$ cat src/rtl/spm_pkg.sv
package spm_pkg;

    // Fixed-point payload types.
    typedef logic signed [15:0] spm_q8_8_t;
    typedef logic [15:0]        spm_q1_15_t;

    // Configuration register indexes.
    typedef enum logic [2:0] {
        REG_LEFT_POINT    = 3'd0,
        REG_RISING_SLOPE  = 3'd1,
        REG_FALLING_SLOPE = 3'd2,
        REG_RIGHT_POINT   = 3'd3,
        REG_PEAK_HEIGHT   = 3'd4
    } spm_reg_t;

    localparam int CFG_INDEX_W = 3;

    // Register reset values.
    localparam spm_q8_8_t  LEFT_POINT_RESET    = 16'sd0;
    localparam spm_q8_8_t  RISING_SLOPE_RESET  = 16'sd256;
    localparam spm_q8_8_t  FALLING_SLOPE_RESET = -16'sd256;
    localparam spm_q8_8_t  RIGHT_POINT_RESET   = 16'sd0;
    localparam spm_q1_15_t PEAK_HEIGHT_RESET   = 16'd32768;

    // Pipeline depth: five stages per sigmoid unit, two in the combiner.
    localparam int SIG_STAGES = 5;
    localparam int MIX_STAGES = 2;
    localparam int STAGES     = SIG_STAGES + MIX_STAGES;

    // Stage load enables handed to the datapath units.
    typedef struct packed {
        logic [SIG_STAGES-1:0] load;
    } spm_sig_ctrl_t;

    typedef struct packed {
        logic [MIX_STAGES-1:0] load;
    } spm_mix_ctrl_t;

    // Shift-subtract long division, used only while building the table.
    function automatic logic [63:0] spm_long_div(input logic [63:0] num,
                                                 input logic [63:0] den);
        logic [64:0] rem;
        logic [63:0] quo;
        int          b;
        rem = '0;
        quo = '0;
        for (b = 63; b >= 0; b--) begin
            rem = {rem[63:0], num[b]};
            if (rem >= {1'b0, den}) begin
                rem    = rem - {1'b0, den};
                quo[b] = 1'b1;
            end
        end
        return quo;
    endfunction

    // exp(x) for x in [0, 1], Q2.30, by a 21-term Taylor series.
    function automatic logic [63:0] spm_exp_q30(input logic [63:0] x);
        logic [63:0] term;
        logic [63:0] sum;
        int          k;
        term = 64'd1 << 30;
        sum  = 64'd1 << 30;
        for (k = 1; k <= 20; k++) begin
            term = spm_long_div((term * x) >> 30, 64'(k));
            sum  = sum + term;
        end
        return sum;
    endfunction

    // Logistic table entry at grid point -16 + 32*i/n, Q1.15.
    function automatic logic [15:0] spm_logistic_entry(input int i, input int n);
        int          m;
        logic [63:0] mag;
        logic [63:0] a;
        logic [63:0] whole;
        logic [63:0] f;
        logic [63:0] inv_e;
        logic [63:0] q;
        logic [63:0] den;
        logic [63:0] t;
        int          j;
        m     = 2 * i - n;
        mag   = (m < 0) ? 64'(-m) : 64'(m);
        a     = spm_long_div(mag << 34, 64'(n));
        whole = a >> 30;
        f     = a & ((64'd1 << 30) - 64'd1);
        inv_e = spm_long_div(64'd1 << 60, spm_exp_q30(64'd1 << 30));
        q     = spm_long_div(64'd1 << 60, spm_exp_q30(f));
        for (j = 0; j < 64; j++) begin
            if (64'(j) < whole) begin
                q = (q * inv_e) >> 30;
            end
        end
        den = (64'd1 << 30) + q;
        t   = spm_long_div((64'd1 << 45) + (den >> 1), den);
        if (m < 0) begin
            t = 64'd32768 - t;
        end
        return t[15:0];
    endfunction

endpackage

$ cat src/rtl/spm_combine.sv
module spm_combine (
    input  logic                   clk,
    input  spm_pkg::spm_mix_ctrl_t ctrl,
    input  spm_pkg::spm_q1_15_t    rise,
    input  spm_pkg::spm_q1_15_t    fall,
    input  spm_pkg::spm_q1_15_t    height,
    input  logic                   undefined,
    output spm_pkg::spm_q1_15_t    degree,
    output logic                   degree_undefined
);
    import spm_pkg::*;

    logic [30:0] prod_reg, prod_next;
    logic        undef_reg;
    logic [15:0] degree_reg, degree_next;
    logic        degree_undef_reg;
    logic [46:0] scaled;

    // Stage 6: product of the two sigmoids, Q2.30.
    assign prod_next = 31'(32'(rise) * 32'(fall));

    // Stage 7: scale by the height and round back to Q1.15; an undefined sample gives zero.
    always_comb
    begin
        scaled      = 47'(prod_reg) * 47'(height) + 47'd536870912;
        degree_next = undef_reg ? 16'd0 : scaled[45:30];
    end

    always_ff @(posedge clk)
    begin
        if (ctrl.load[0]) begin
            prod_reg  <= prod_next;
            undef_reg <= undefined;
        end
        if (ctrl.load[1]) begin
            degree_reg       <= degree_next;
            degree_undef_reg <= undef_reg;
        end
    end

    assign degree           = degree_reg;
    assign degree_undefined = degree_undef_reg;

endmodule

$ cat config.mk
export PLATFORM = sky130hd
export DESIGN_NAME = spm_combine
export DESIGN_NICKNAME = d
export VERILOG_FILES = /design/src/rtl/spm_pkg.sv /design/src/rtl/spm_combine.sv
export SDC_FILE = /design/constraint.sdc
export NUM_CORES = 2
export LEC_CHECK = 0
export BUFFER_PORTS_ARGS = -buffer_cell sky130_fd_sc_hd__buf_2
export CAP_MARGIN = 40
export CORE_UTILIZATION = 67
export DETAILED_ROUTE_END_ITERATION = 12
export HOLD_SLACK_MARGIN = 0.06
export PLACE_DENSITY = 0.84
export SYNTH_ARGS = -nofsm -noshare
export SYNTH_HDL_FRONTEND = slang
export SYNTH_SLANG_ARGS = --single-unit
$ cat constraint.sdc
create_clock -name clk -period 8 [get_ports clk]
set_input_delay 1.6 -clock clk [delete_from_list [all_inputs] [get_ports clk]]
set_output_delay 1.6 -clock clk [all_outputs]
set_load 0.03 [all_outputs]
### After elaboration in Yosys (flattened, before gate mapping)

Index checks and enable logic that the tools add are counted.
W data, S select, Z words.

* flip-flop bits (word level): 49
* bits of input ports: 52
* output and inout bits: 17
* logic and storage cells: 7

* add/sub/neg operators: 1
* $mul: 2

Operators with widths (count)
* $add A46 B30 Y46 const B: 1
* $mul A31 B16 Y46: 1
* $mul A16 B16 Y31: 1

### Depth between registers and ports, before layout

* depth after elaboration: 2
* depth in mapped cells: 24
* mapped depth without buffers: 23

### Worst setup path before layout

Ideal clock, no wire load.

* path kind: input-to-reg
* start: in height[1]
* end: reg degree_reg[9], in the netlist degree[9] (data pin)
* setup time: 260 ps
* data arrival time: 7216 ps
* data required time: 7740 ps
* setup slack: 524 ps
* stages: 23
* path buffers: 1
* cells stage by stage: clkbuf_1 nand2_1 fa_1 inv_1 fa_1 inv_1 fa_1 inv_1 fa_1 fa_1 inv_1 fa_1 inv_1 ha_1 a2111oi_2 nand2_1 o21ai_0 a31oi_1 o31ai_1 a21oi_1 or2_1 a21oi_1 mux2_2

* longest elaborated chain between the ends: 2

RTL lines
* start: declaration: RTL line spm_combine.sv:6 `input spm_pkg::spm_q1_15_t height,`
* $mul A31 B16 Y46: RTL line spm_combine.sv:25 `scaled = 47'(prod_reg) * 47'(height) + 47'd536870912;`
* $add A46 B30 Y46: RTL line spm_combine.sv:25
* end signal: assignment: RTL line spm_combine.sv:36 `degree_reg <= degree_next;`
* end: declaration: RTL line spm_combine.sv:15 `logic [15:0] degree_reg, degree_next;`

Every way passes these cells.
A chain may end at the register's enable or synchronous reset.

### Final worst setup path

* start: in height[10]
* end: reg degree_reg[9], in the netlist degree[9] (data pin)

Same word-level chain as after synthesis.

==> flow_summary.json <==
{
  "status": "complete, no violations",
  "path_clk_slew_ps": 70,
  "ys_ff_latch": 49,
  "critPathRequiredTime_ps": 8060,
  "cts.sinks": 49,
  "postCtsResizedCells": 0,
  "fmax_ghz": 0.128,
  "cp-start-kind": "primary input",
  "synth_top_family_by_area": "adder cells",
  "viasPerCell": 5.76,
  "synth_xor_area_frac": 0.0175,
  "coreArea_um2": 36700,
  "largest_reg_flops": 31,
  "htreeDepth": 2,
  "synth_area_um2": 25000,
  "worstPathMaxFanout": 20,
  "synth_edf_count": 49,
  "ys_seq_area_frac": 0.0588,
  "slew_violations": 0,
  "finalSetupViolations": 0,
  "synthCells": 2769,
  "fin_skew_ps": 6.08,
  "yosysWarnings": 0,
  "placed_cells": 3239,
  "clock_path_buffers": 2,
  "vias": 18703,
  "tns_ps": 0,
  "synth-main-ff-cell": "edfxtp_1",
  "cts_inserted_buffers": 5,
  "cts_setup_buffers": 0,
  "path_buf_inv": 3,
  "drc": 0,
  "crit_family": "adder cells",
  "dieWidth_um": 195,
  "min_path_type": "reg2reg",
  "gp_congestion": 0.988,
  "worst_pin_slew_ps": 939,
  "clk_latency_ps": 310,
  "crit_path_end_kind": "flop",
  "cts_tree": "yes",
  "grt_pass1_vias": 20571,
  "crit_arrival_ps": 7850,
  "postCtsHoldBufs": 0,
  "instances_no_fill": 3249,
  "nNetsFinal": 3664,
  "async_flop_share": 0,
  "fin_crit_sh": 0.974,
  "grt_use_total": 0.330,
  "synthAdderAreaFrac": 0.595,
  "antenna_found_initial": 2,
  "synth_area_leader_cell": "fa_1",
  "yosysTopAreaCellShare": 0.476,
  "routed_wl_um": 59500,
  "grt_overflow": 0,
  "rows": 70,
  "die_h_um": 195,
  "setup_ws_ps": 208,
  "cp_slowest_cell": "fa_1",
  "ys_types": 52,
  "path_class": "in2reg",
  "final-hold-violation-count": 0,
  "slowest_delay_ps": 580,
  "slew_headroom": 0.374,
  "start_util": 0.682,
  "drv_cap": 0,
  "die-area_um2": 38100,
  "root_buffer": "clkbuf_16",
  "area_growth_pct": 4.10,
  "grt_pass1_wl_um": 98600,
  "ios": 69,
  "hpwlAfterDp_um": 48200,
  "synth_nets": 3655,
  "syn_avg_cell_area_um2": 9.04,
  "drive_gt1_frac": 0.0497,
  "first_iter_violations": 1277,
  "fin_crit_ps": 7790,
  "dpl_worst_slack_ps": -61.7,
  "crit_chain": "buf_2 -> buf_4 -> nand2_1 -> fa_1 -> inv_1 -> fa_1 -> fa_1 -> fa_1 -> fa_1 -> fa_1 -> ha_1 -> a2111oi_2 -> nand2_1 -> o21ai_0 -> a31oi_1 -> o31ai_2 -> a21oi_1 -> or2_1 -> a21oi_1 -> mux2_2",
  "cpMostUsedCell": "fa_1",
  "synthMuxAreaShare": 0.000900,
  "synthTopCellsByArea": "fa_1 48%, ha_1 12%, inv_1 11%, and2_1 7.6%, nand2_1 7.1%",
  "port_buffers": 68,
  "first_pass_iters": 5,
  "wl_per_cell_um": 18.3,
  "synth-compound-area-share": 0.0364,
  "grt_max_degree": 33,
  "postRouteAntennaNets": 0,
  "synthSimpleGateAreaFrac": 0.167
}
[worst paths after layout]
| check | from | to | slack, ps | depth (start not counted) |
|---|---|---|---|---|
| setup / recovery | height[10] | degree[9] | 210 | 20 |
| hold / removal | undef_reg | degree_undefined | 930 | 0 |
| setup reg to reg | prod_reg[25] | degree[9] | 1030 | 22 |
| hold reg to reg | undef_reg | degree_undefined | 930 | 0 |
[synth_stat cells (2+ instances only)]
library cell and instances:
o21ai_0 22, a31oi_1 4, o21a_1 4, mux2_2 2
nand2b_1 8, xnor2_1 35, a31o_2 2, nor2b_1 6
edfxtp_1 49, a211oi_1 3, a221oi_1 5, or3_1 2
nand3_1 10, a211o_1 2, a21o_1 26, nand2_1 473
fa_1 595, nor3_1 6, o21ai_1 3, o21bai_1 4
and4_1 2, clkbuf_1 114, inv_1 716, xor2_1 15
and3_1 12, a21oi_1 47, nor2_1 27, ha_1 239
nand4_1 8, and2_1 306
[logic make-up after synthesis]
logic type / Yosys count
muxes: 2
AOI/OAI and AO/OA: 138
DFF: 49
xor gates and xnor gates: 50
and+or+nand+nor: 866
buffers and inverters: 830
adders and majority gates: 834
[layout make-up]
cell class | instances | area (um2)
sequential | 49 | 1470
clock buffer | 5 | 125
clock inverter | 3 | 25.0
timing repair buffer | 116 | 706
multi-input combinational | 1890 | 20500
inverter | 716 | 2690
antenna | 2 | 5.00
tap | 468 | 586
fill | 2598 | 10600
[stage by stage]
stage | area, um2 | hold slack (ps) | utilization
floorplan | 25000 | 449 | -
global placement | 25900 | 931 | 0.705
detailed placement | 25900 | 919 | 0.705
CTS | 26000 | 929 | 0.710
global route | 26100 | 994 | 0.710
finish | 26100 | 928 | 0.710
[metal layers]
metal / vias to the layer above / share of wire / GRT usage
met3: 233 / 0.085 / 0.0482
met2: 912 / 0.50 / 0.572
met5: - / 0 / 0
li1: 8051 / - / -
met1: 9507 / 0.36 / 0.408
met4: 0 / 0.053 / 0.157
[cell usage in the layout (no fill, tap or decap), drive strengths merged, types with 4 or more instances in the layout]
cell type  Yosys  routed
edfxtp        49      49
a31oi          4       4
nand3         10      10
buf            0     114
o21ai         25      25
a21oi         48      48
fa           595     595
ha           239     239
nor2          27      27
inv          716     717
nor3           6       6
xor2          15      15
xnor2         35      35
a221oi         5       5
and3          12      12
nand4          9       9
clkbuf       114       7
nor2b          6       6
o21a           4       4
o21bai         4       4
nand2        473     473
nand2b         8       8
a211oi         4       4
and2         306     306
a21o          27      27
Power is not shown: default switching activity piles up to over one toggle a cycle in this logic, so the estimate is an artifact.
